### src/dcp_pkg.sv
// Shared types and constants for the staircase counter.
`default_nettype none
package dcp_pkg;

   localparam int MaxN      = 127;
   localparam int CountBits = 32;
   localparam int BlockBits = 7;
   localparam int Depth     = MaxN + 1;
   localparam int AddrBits  = $clog2(Depth);

   typedef logic [AddrBits-1:0]  addr_type;
   typedef logic [CountBits-1:0] count_type;
   typedef logic [BlockBits-1:0] block_type;

   // One table entry: saturating count plus sticky overflow bit.
   typedef struct packed {
      logic      ovf;
      count_type count;
   } entry_type;

   // Table port control issued by the sequencer each cycle.
   typedef struct packed {
      logic     rd_en;
      addr_type rd_a;
      addr_type rd_b;
      logic     wr_en;
      addr_type wr_addr;
      logic     wr_sum;   // 1: write adder result, 0: write clear value
      logic     wr_one;   // clear value is one (entry zero) when set
   } mem_ctl_type;

endpackage
`default_nettype wire

### src/dcp_sat_add.sv
// Shared saturating adder with sticky overflow.
`default_nettype none
module dcp_sat_add (
   input  wire dcp_pkg::entry_type a,
   input  wire dcp_pkg::entry_type b,
   output dcp_pkg::entry_type      sum
);

   logic [dcp_pkg::CountBits:0] raw;
   logic                        ovf;

   always_comb begin
      raw       = {1'b0, a.count} + {1'b0, b.count};
      ovf       = a.ovf | b.ovf | raw[dcp_pkg::CountBits];
      sum.ovf   = ovf;
      sum.count = ovf ? '1 : raw[dcp_pkg::CountBits-1:0];
   end

endmodule
`default_nettype wire

### config.mk
export PLATFORM = sky130hd
export DESIGN_NAME = dcp_sat_add
export DESIGN_NICKNAME = d
export VERILOG_FILES = /design/src/dcp_pkg.sv /design/src/dcp_sat_add.sv
export SDC_FILE = /design/constraint.sdc
export NUM_CORES = 1
export LEC_CHECK = 0
export ABC_CLOCK_PERIOD_IN_PS = 3600
export BUFFER_PORTS_ARGS = -buffer_cell sky130_fd_sc_hd__buf_2
export CORE_ASPECT_RATIO = 0.5
export CORE_UTILIZATION = 49
export DETAILED_ROUTE_END_ITERATION = 12
export PLACE_DENSITY = 0.85
export SETUP_SLACK_MARGIN = 0.4
export SYNTH_ARGS = -nofsm -noshare
export SYNTH_HDL_FRONTEND = slang
export SYNTH_SLANG_ARGS = --single-unit
export TNS_END_PERCENT = 50
### constraint.sdc
create_clock -name vclk -period 3.6
set_input_delay 0.18 -clock vclk [all_inputs]
set_output_delay 0.18 -clock vclk [all_outputs]
set_load 0.05 [all_outputs]
After elaboration in Yosys (flattened, before gate mapping) --
Cells that the tools add are included.
Operators by class: multiplexer cells 1, bitwise logic cells 2, add/sub/neg operators 1
Operator list (number):
- $add 32x32->33 | 1
- $mux 32 | 1
- $or 1x1->1 | 2
Word-level totals: register bits 0, output and inout bits 33, input port bits 66

Depth between registers and ports, before layout --
word-level depth 3, mapped depth 12, depth with buffers taken out 10

Worst setup path before layout --
OpenSTA, ideal clock, no wires.
path type input -> output, start input a[0] in the netlist's numbering, end output sum[30] in the netlist's numbering, arrival 2.812 ns, buffers on the path 0, required time 3.420 ns, stages on the path 9, setup slack 0.608 ns, path through ha_1 > fa_1 > a21oi_1 > nor3b_1 > nor2_1 > o21ai_0 > a221oi_1 > o21ai_0 > o2111ai_1
RTL lines:
- start, declared | line dcp_sat_add.sv:4 | input wire dcp_pkg::entry_type a,
- end, declared | line dcp_sat_add.sv:6 | output dcp_pkg::entry_type sum

==> results.md <==
- Switching Share: 0.623
- Leakage power: 1.14 nW
- Setup WS pre-CTS: 0.271 ns
- Filler cells: 328
- Total power: 0.501 mW
- Layout Utilization: 0.692
- Max cap viols: 0
- Antenna Cells: 0
- Peak VDD IR: 0.105 mV
- Max Freq: between 300 and 400 MHz
- Final sequential cell count: 0
- Starting Density: 0.542
- DP Area: 2450 um2
- DRT iter0 DRCs: 131
- Io pins: 99
- Non-filler cells, final: 436
- Total track usage: 0.261
- Routed Antenna Nets: 0
- Vias in the first global route: about 2100
- Avg Cell Area, Syn: around 6.6 um2
- Slew headroom: 0.669
- Total gr overflow: 0
- Worst-path cell chain: buf_2 -> ha_1 -> nand4_1 -> nor4_2 -> a21bo_2 -> a41oi_1 -> o31ai_2 -> a21boi_0 -> nor3_1 -> o21ai_2 -> buf_2
- Outcome: completed
- Slowest Stage Delay on Critical Path: 0.48 ns
- DRC errors left: 0
- Reg power frac: 0
- Register area: 0 um2
- Mapped Cells: between 200 and 300
- Mean routed wirelength per cell: 13.5 um
- First-pass GRT wire length: 9220 um
- 1st-pass router iterations: 4
- Nets: 486
- Die Width: ~90 um
- Die ar.: 4280 um2
- Syn nets: 395
- Total negative slack: 0 ns
- Clock power share: 0
- # setup viols final: 0
- Crit path required time: 3.42 ns
- Worst Setup Start Kind: input pin
- Final Cell Area: roughly 2500 um2
- Slowest CP cell: ha_1
- Cell area power density: 200 nW/um2
- Ys Warns: 0
- Hold slack: 0.906 ns
- Final Cycle Share: 0.851
- Post-Syn Area: 1960 um2
- # clk buffers: 0
- Critical Path Fanout Max: 10
- Slew @ Worst Pin: between 0.4 and 0.5 ns
- Crit path capture type: primary output
- RSZ-0062 raised after global routing: true
- P_sw: 0.312 mW
- Total number of vias: ~2500
- Initial antenna violation count: 0
- Final Max Slew Viols: 0
- Crit path DAT: ~2.9 ns
- Placed cells: between 400 and 500
- Std-Cell Rows: 15
- Netlist cell types: 50
- Crit path time final: 3.06 ns
- Gp weighted congestion: just over 0.9
- Hold buffer count at CTS: 0
- Min-delay src: b[0]
- Core Region: 3620 um2
- Internal: 0.189 mW
- Gate power share: 1.000
- DP HPWL: 4940 um
- Crit. Startpoint: a[18]
- Via-per-instance ratio: between 5 and 6
- Most Frequent Cell on Critical Path: buf_2
- Final setup margin: 0.536 ns
- Final hold viol count: 0
- Post-Route WL: between 5000 and 6000 um
- Crit Path Class: in2out
- Layout cell share with drive strength beyond 1: 0.312
- Die Ht: 46.7 um
- Pin count of the biggest net entering global routing: 13
- IO buf count: 99
- Area Growth Syn to Fin: 27.7%
- Hold WC Path Type: in2out
- Sequential share of the synthesized area: 0
==> area by class of cell <==
cell class	count	area, um2	area share
Inverter	8	30.0	0.0120
Tap cell	51	63.8	0.0255
Multi-Input combinational cell	272	1850	0.739
Timing Repair Buffer	105	561	0.224
==> power by group through the flow <==
stage          sequential, mW  combinational [mW]  clock (mW)
2_1_floorplan               0               0.371           0
3_3_place_gp                0               0.475           0
3_5_place_dp                0               0.485           0
4_1_cts                     0               0.489           0
5_1_grt                     0               0.544           0
6_report                    0               0.501           0
==> cells in the mapped netlist (all sizes together) (2+ instances only) <==
cell type  count  area share
a21oi         25       0.070
nor3b          2      0.0077
nand3b         2      0.0077
nand4          9       0.029
nand3          7       0.018
clkbuf         5      0.0096
inv            8       0.015
nand2b         6       0.019
a311oi         2      0.0089
a21o           6       0.023
nor2b          3      0.0096
buf           11       0.042
nor2          25       0.048
nand2         54        0.10
o21a           3       0.011
xnor2         15       0.067
ha            32        0.20
o21bai         5       0.019
xor2          11       0.049
o21ai         24       0.067
a211oi         5       0.019
nor3           5       0.013
a31oi          4       0.020
nor4           2      0.0064
o211ai         4       0.015
or2            2      0.0064
==> cells in the final DEF (no fill, tap or decap), types with 3 or more instances in the layout <==
cell type  synthesis  final
inv_1              8      8
a21oi_1           24     23
nand2_1           54     54
nand4_1            9      9
xnor2_1           15     15
a211oi_1           5      5
ha_1              32     31
nor2b_1            3      3
nor2_1            25     25
o21ai_0           21     21
o21a_1             3      3
o211ai_1           4      4
o21ai_2            3      3
a31oi_1            3      3
a21o_1             6      6
o21bai_1           5      5
nor3_1             5      5
xor2_1            11     11
buf_2              6     99
nand3_1            7      7
nand2b_1           6      6
buf_4              1      3
==> layer usage <==
metal	track usage	share of wire	vias up	wire, um
met5	0	0	-	0
met4	0	0.0014	0	8
met3	0.00485	0.062	2	361
met2	0.517	0.46	100	2710
met1	0.351	0.47	1145	2780
li1	-	-	1254	-
==> worst max-delay path, delay by kind of cell <==
kind	cells	cell delay, ns
simple gates	3	0.66
compound gates	5	1.17
buf+inv	2	0.38
fa+ha+maj	1	0.48
==> logic make-up (layout without fill, tap and decap cells) <==
kind of cell / after synthesis / after routing / synth area share
and+or+nand+nor: 119 / 119 / 0.274
buffers and inverters: 24 / 113 / 0.0670
AOI/OAI and AO/OA: 93 / 93 / 0.324
muxes: 1 / 1 / 0.00510
xor gates and xnor gates: 26 / 26 / 0.116
adders and majority gates: 33 / 33 / 0.214
==> path summary, 6_finish.rpt <==
path | endpoint | slack (ns) | cells past startpoint
worst max-delay path | sum[31] | 0.54 | 11
worst min-delay path | sum[0] | 0.91 | 4
==> timing repair <==
item	in CTS	in global routing
setup endpoints to repair	24	33
buffers inserted	2	0
cloned	0	1
pin swaps	1	2
gates resized for setup	0	8
(Power assumes the default switching activity.)
