$ cat config.mk
export PLATFORM = sky130hd
export DESIGN_NAME = dcp_seq
export DESIGN_NICKNAME = d
export VERILOG_FILES = /design/src/dcp_pkg.sv /design/src/dcp_seq.sv
export SDC_FILE = /design/constraint.sdc
export NUM_CORES = 1
export LEC_CHECK = 0
export ABC_AREA = 1
export BUFFER_PORTS_ARGS = -buffer_cell sky130_fd_sc_hd__buf_2
export CORE_AREA = 2 2 88 56
export DETAILED_ROUTE_END_ITERATION = 10
export DIE_AREA = 0 0 90 58
export HOLD_SLACK_MARGIN = 0.06
export PLACE_DENSITY_LB_ADDON = 0.25
export SYNTH_ARGS = -nofsm -noshare
export SYNTH_HDL_FRONTEND = slang
export SYNTH_SLANG_ARGS = --single-unit
$ cat constraint.sdc
create_clock -name clock -period 2.2 [get_ports clock]
set_input_delay 0.33 -clock clock [delete_from_list [all_inputs] [get_ports clock]]
set_output_delay 0.33 -clock clock [all_outputs]
set_load 0.1 [all_outputs]
$ cat src/dcp_pkg.sv
// Shared types and constants for the staircase counter.
`default_nettype none
package dcp_pkg;

   localparam int MaxN      = 127;
   localparam int CountBits = 32;
   localparam int BlockBits = 7;
   localparam int Depth     = MaxN + 1;
   localparam int AddrBits  = $clog2(Depth);

   typedef logic [AddrBits-1:0]  addr_type;
   typedef logic [CountBits-1:0] count_type;
   typedef logic [BlockBits-1:0] block_type;

   // One table entry: saturating count plus sticky overflow bit.
   typedef struct packed {
      logic      ovf;
      count_type count;
   } entry_type;

   // Table port control issued by the sequencer each cycle.
   typedef struct packed {
      logic     rd_en;
      addr_type rd_a;
      addr_type rd_b;
      logic     wr_en;
      addr_type wr_addr;
      logic     wr_sum;   // 1: write adder result, 0: write clear value
      logic     wr_one;   // clear value is one (entry zero) when set
   } mem_ctl_type;

endpackage
`default_nettype wire

$ cat src/dcp_seq.sv
// Sequencer: clear sweep, one pass per part size, final read, load.
`default_nettype none
module dcp_seq (
   input  wire logic                 clock,
   input  wire logic                 reset,
   input  wire logic                 start,
   input  wire dcp_pkg::block_type   block,
   input  wire logic                 out_free,
   output logic                      idle,
   output logic                      load,
   output dcp_pkg::mem_ctl_type      ctl
);

   localparam logic [2:0] StIdle  = 3'd0;
   localparam logic [2:0] StClear = 3'd1;
   localparam logic [2:0] StPass  = 3'd2;
   localparam logic [2:0] StGap   = 3'd3;
   localparam logic [2:0] StFinal = 3'd4;
   localparam logic [2:0] StLoad  = 3'd5;

   logic [2:0]        state_ff, state_in;
   dcp_pkg::addr_type n_ff, n_in;
   dcp_pkg::addr_type k_ff, k_in;
   dcp_pkg::addr_type s_ff, s_in;
   logic              p_ff, p_in;
   dcp_pkg::addr_type p_addr_ff, p_addr_in;
   dcp_pkg::addr_type n_clamp;

   always_comb begin
      if (int'(block) > dcp_pkg::MaxN) begin
         n_clamp = dcp_pkg::addr_type'(dcp_pkg::MaxN);
      end else begin
         n_clamp = dcp_pkg::addr_type'(block);
      end
   end

   always_comb begin
      state_in  = state_ff;
      n_in      = n_ff;
      k_in      = k_ff;
      s_in      = s_ff;
      p_in      = 1'b0;
      p_addr_in = s_ff;
      idle      = 1'b0;
      load      = 1'b0;

      ctl         = '0;
      ctl.rd_a    = s_ff;
      ctl.rd_b    = s_ff - k_ff;
      // Drain the read issued last cycle: sum lands on its sum index.
      ctl.wr_en   = p_ff;
      ctl.wr_addr = p_addr_ff;
      ctl.wr_sum  = 1'b1;

      unique case (state_ff)
         StIdle: begin
            idle = 1'b1;
            if (start) begin
               n_in     = n_clamp;
               s_in     = '0;
               state_in = StClear;
            end
         end
         StClear: begin
            ctl.wr_en   = 1'b1;
            ctl.wr_addr = s_ff;
            ctl.wr_sum  = 1'b0;
            ctl.wr_one  = (s_ff == '0);
            if (s_ff == n_ff) begin
               if (n_ff < dcp_pkg::addr_type'(2)) begin
                  state_in = StFinal;
               end else begin
                  k_in     = dcp_pkg::addr_type'(1);
                  s_in     = n_ff;
                  state_in = StPass;
               end
            end else begin
               s_in = s_ff + dcp_pkg::addr_type'(1);
            end
         end
         StPass: begin
            ctl.rd_en = 1'b1;
            p_in      = 1'b1;
            if (s_ff == k_ff) begin
               state_in = StGap;
            end else begin
               s_in = s_ff - dcp_pkg::addr_type'(1);
            end
         end
         StGap: begin
            // Last write of the pass retires here before the next read.
            if (k_ff == n_ff - dcp_pkg::addr_type'(1)) begin
               state_in = StFinal;
            end else begin
               k_in     = k_ff + dcp_pkg::addr_type'(1);
               s_in     = n_ff;
               state_in = StPass;
            end
         end
         StFinal: begin
            ctl.rd_en = 1'b1;
            ctl.rd_a  = n_ff;
            state_in  = StLoad;
         end
         StLoad: begin
            if (out_free) begin
               load     = 1'b1;
               state_in = StIdle;
            end
         end
         default: begin
            state_in = StIdle;
         end
      endcase
   end

   always_ff @(posedge clock) begin
      if (reset) begin
         state_ff <= StIdle;
         p_ff     <= 1'b0;
      end else begin
         state_ff <= state_in;
         p_ff     <= p_in;
      end
      n_ff      <= n_in;
      k_ff      <= k_in;
      s_ff      <= s_in;
      p_addr_ff <= p_addr_in;
   end

endmodule
`default_nettype wire

# --- Yosys cells after proc, flatten, opt, wreduce, memory -nomap -nowiden ---
# Cells that the tools add are included.
totals:
  ff_bits: 32
  output_inout_bits: 27
  word_cells: 61
classes:
  add_sub_neg: 5
  magnitude_cmp: 1
  n_eq_ne: 16
  n_mux: 24
  n_reduce_logical: 9
op_table:
  columns: ["operator", "n"]
  rows:
  - ["2-to-1 mux 7 bit", 9]
  - ["one-hot mux 7 bit (4 select lines)", 1]
  - ["equality test 7 bit", 3]
  - ["2-to-1 mux 3 bit", 6]
  - ["one-hot mux 3 bit (6 select lines)", 1]
  - ["adder 7 x 1 -> 7 bit (second input constant)", 2]
  - ["!= test 2 bit (second input constant)", 7]
  - ["one-hot mux 7 bit (2 select lines)", 1]
  - ["subtractor 7 x 1 -> 7 bit (second input constant)", 2]
  - ["2-to-1 mux 10 bit", 1]
  - ["AND reduction 4 bit", 2]
  - ["logical NOT 7 bit", 1]
  - ["< comparator 7 x 2 -> 1 bit (second input constant)", 1]
  - ["subtractor 7 bit", 1]
  - ["equality test 3 x 2 -> 1 bit (second input constant)", 2]
  - ["equality test 3 bit (second input constant)", 2]
  - ["2-to-1 mux 1 bit", 5]
  - ["AND reduction 5 bit", 1]
  - ["nonzero test 4 bit", 1]
  - ["equality test 3 x 1 -> 1 bit (second input constant)", 1]
  - ["logical NOT 3 bit", 1]
  - ["!= test 3 bit (second input constant)", 1]
  - ["AND reduction 2 bit", 1]
  - ["nonzero test 2 bit", 1]
  - ["OR reduction 2 bit", 1]

# --- Longest topological paths before layout ---
logic_depth:
  word_depth: 4
  depth_mapped: 14
  ltp_nobuf: 14

# --- Least setup slack after synthesis ---
# Ideal clock, no wire load.
synth_path:
  path_type: "reg-to-output"
  from: "register state_ff[2]"
  to: "output ctl[2] in the netlist's numbering"
  arrival_ps: 3707
  setup_slack_ps: -1837
  path_stages_with_launch: 6
  path_buffers: 2
  cell_sequence: "dfxtp_1 -> buf_4 -> nor3_4 -> inv_2 -> clkbuf_1 -> o21ai_0"
synth_lines:
  columns: ["item", "line", "text"]
  rows:
  - ["from (decl)", "dcp_seq.sv:21", "logic [2:0] state_ff, state_in;"]
  - ["from (signal assigned)", "dcp_seq.sv:119", "state_ff <= StIdle;"]
  - ["from (signal assigned)", "dcp_seq.sv:122", "state_ff <= state_in;"]
  - ["to (decl)", "dcp_seq.sv:11", "output dcp_pkg::mem_ctl_type ctl"]

==> results.py <==
metrics = {
    "status": {
        "status": "finished with violations",
        "violations": "negative setup slack",
    },
    "die": {
        "fp.dieW_um": 90,
        "ioPinCount": 38,
        "die_height_um": 58,
        "fp-row-count": 19,
        "start_util_pct": 54.6,
        "core_area_sq_um": 4420,
        "die-area_sq_um": 5220,
    },
    "route": {
        "viasPerCell": 5.67,
        "firstDrtPassIters": 6,
        "drc": 0,
        "num_vias": 2601,
        "final_antenna_net_count": 0,
        "wire_per_inst_um": 17.0,
        "dr.first_iter.drc_count": 338,
        "wirelength_um": 7810,
    },
    "critical_path": {
        "critPathLaunch": "k_ff[2]",
        "cp_max_fo": 4,
        "worstSetupPathDepth": 9,
        "crit_type": "register to primary output",
        "crit_family": "flip-flops",
        "slowest_delay_ns": 0.42,
        "ff2ff_path_depth": 11,
        "required_ns": 1.87,
        "crit_arrival_ns": 2.14,
        "start_kind": "register",
        "timing.rr.start": "n_ff[1]",
        "crit_chain": "inv_2 > ha_4 > a21oi_2 > o21ai_2 > a21oi_2 > nor2_1 > nor2_2 > xnor2_4 > buf_12",
        "endpoint_kind": "primary output",
        "cp_slowest_cell": "edfxtp_1",
        "cpMostUsedCell": "a21oi_2",
        "critPathBufInv": 2,
    },
    "finish": {
        "syn2layout_area_growth_pct": 48.7,
        "multi_input_area_sq_um": 1600,
        "layout.nets": 417,
        "fill_cells": 275,
        "antenna_cells": 0,
        "drive_above_1_share_pct": 36.6,
        "regArea_sq_um": 852,
        "layout.cells.non_filler": 459,
        "design_area_sq_um": 3590,
    },
    "hold_path": {
        "worstHoldPathCells": 1,
        "hp-class": "primary input to register",
        "min_from": "block[0]",
    },
    "synth": {
        "yosys_warnings": 0,
        "seq_area_frac_synth_pct": 35.2,
        "synth_cell_type_count": 37,
        "postSynthCellCount": 328,
        "synth-simple-area-share_pct": 28.5,
        "synth_compound_area_share_pct": 14.0,
        "synthXorXnorAreaFrac_pct": 5.80,
        "avgSynthCellArea_sq_um": 7.37,
        "synth_fa_ha_area_share_pct": 6.01,
        "syn_area_sq_um": 2420,
        "synth-seq-cells": 32,
        "yosys-mux-area-fraction_pct": 0,
        "synth_top_family_by_area": "simple AND/OR/NAND/NOR gates",
        "syn-num-nets": 350,
    },
    "placed_design": {
        "placed_cells": 440,
        "dp_hpwl_um": 5290,
        "numPortBuffers": 37,
        "dp_slack_ns": -0.0437,
        "gp_routability_congestion": 0.904,
        "placed_area_sq_um": 3340,
    },
    "global_route": {
        "track_usage_pct": 29.8,
        "grt_pass1_vias": 2413,
        "grt_first_pass_wirelength_um": 11900,
        "grt_max_degree": 18,
        "grt_overflow": 0,
        "antenna_found_initial": 0,
    },
    "cts": {
        "cts_tree": "built",
        "cts_sinks": 32,
        "cts.hold.buffers_added": 0,
        "clk_latency_ns": 0.30,
        "cts_buffers": 5,
        "htree_num_levels": 2,
        "root_buffer": "clkbuf_8",
        "clk_path_buf_depth": 2,
        "cts.reportedPaths.clkPinSlew_ns": 0.07,
    },
    "timing": {
        "max-slew-margin-rel_pct": 66.5,
        "fmax_ghz": 0.405,
        "worstMarginPinSlew_ns": 0.500,
        "hold_ws_ns": 0.207,
        "hold_viol_final": 0,
        "worst_slack_ns": -0.269,
        "maxSlewViolCount": 0,
        "period_minus_slack_ns": 2.47,
        "rsz0062_at_grt": "true",
        "final.period_utilization_pct": 112,
        "setup_violations": 4,
        "fin_worst_skew_ns": 0.0108,
    },
    "job": {
        "cap_violations": 0,
    },
}
[cell families (layout without fill, tap and decap cells)]
kind of cell,count (synthesis),in the layout
and+or+nand+nor,157,157
DFF,32,32
xor gates and xnor gates,16,16
buffers and inverters,60,128
AOI/OAI and AO/OA,52,52
adders and majority gates,11,11
[synthesized netlist by cell type]
library cell	count	area [sq um]
a211oi_1	1	7.51
a21oi_1	13	65.1
a21oi_2	3	26.3
a31oi_1	1	6.26
buf_2	2	10.0
buf_4	1	7.51
buf_6	3	33.8
clkbuf_1	2	7.51
clkinv_1	1	3.75
dfxtp_1	11	220
edfxtp_1	21	631
fa_1	1	20.0
ha_1	10	125
inv_1	42	158
inv_2	9	33.8
nand2_1	83	312
nand2_2	1	6.26
nand3_1	18	90.1
nand3_2	1	10.0
nand4_1	2	12.5
nor2_1	39	146
nor2_2	1	6.26
nor2_4	3	33.8
nor3_1	3	15.0
nor3_2	2	20.0
nor3_4	1	16.3
nor3b_1	1	7.51
nor4_1	1	6.26
o2111ai_1	1	8.76
o211ai_2	6	75.1
o21ai_0	22	110
o21ai_1	3	15.0
o21ai_4	1	16.3
o31ai_1	1	7.51
or2_2	1	6.26
xnor2_1	9	78.8
xor2_1	7	61.3
[metrics by stage]
stage / util (%) / TNS [ns]
floorplan: - / -0.833
CTS: 79.3 / -0.590
detailed placement: 75.6 / -0.0514
global route: 81.3 / -1.03
global placement: 75.6 / 0
finish: 81.3 / -0.809
[per-layer routing]
metal | part of all wire [%] | GRT usage (%) | wire [um] | vias to the layer above
met5 | 0 | 0 | 0 | -
met4 | 3.4 | 10.3 | 264 | 0
met3 | 11 | 7.15 | 861 | 29
met2 | 48 | 51.2 | 3720 | 185
met1 | 38 | 37.6 | 2960 | 1194
li1 | - | - | - | 1193
[final cells by class]
type                            instances  area share, %
Inverter                               52           5.50
Timing Repair Buffer                   68           21.4
Multi-Input combinational cell        236           44.5
Clock inverter                          2          0.383
Sequential cell                        32           23.7
Clock buffer                            6           2.30
Tap cell                               63           2.19
[placed cells by master (no fill, tap or decap), drive strengths merged]
| cell | synthesis | routed |
|---|---|---|
| xnor2 | 9 | 9 |
| buf | 6 | 68 |
| nand4 | 2 | 2 |
| nor2 | 43 | 43 |
| nor4 | 1 | 1 |
| ha | 10 | 10 |
| a211oi | 1 | 1 |
| nor3 | 6 | 6 |
| a31oi | 1 | 1 |
| o31ai | 1 | 1 |
| nand2 | 84 | 84 |
| o211ai | 6 | 6 |
| o21ai | 26 | 26 |
| a21oi | 16 | 16 |
| edfxtp | 21 | 21 |
| clkinv | 1 | 1 |
| fa | 1 | 1 |
| clkinvlp | 0 | 1 |
| or2 | 1 | 1 |
| nor3b | 1 | 1 |
| nand3 | 19 | 19 |
| clkbuf | 2 | 6 |
| inv | 51 | 52 |
| dfxtp | 11 | 11 |
| xor2 | 7 | 7 |
| o2111ai | 1 | 1 |
[path summary, 6_finish.rpt]
kind	to	slack, ns
max	ctl[15]	-0.27
max reg2reg	k_ff[5]	0.13
min	n_ff[0]	0.21
min reg2reg	state_ff[0]	0.57
[timing repair]
item                                    CTS  global route
endpoints found under the hold margin     0             0
pin swaps                                 7             7
endpoints found under the setup margin    5            13
resized for setup                         8            11
buffers inserted                          5             7
[registers in the layout (all words and copies together), names as in the netlist]
name and flops:
k_ff 7, p_addr_in 7, state_ff 3, n_ff 7, p_addr_ff 7, p_ff 1
Power is not shown: default switching activity piles up to over one toggle a cycle in this logic, so the estimate is an artifact.
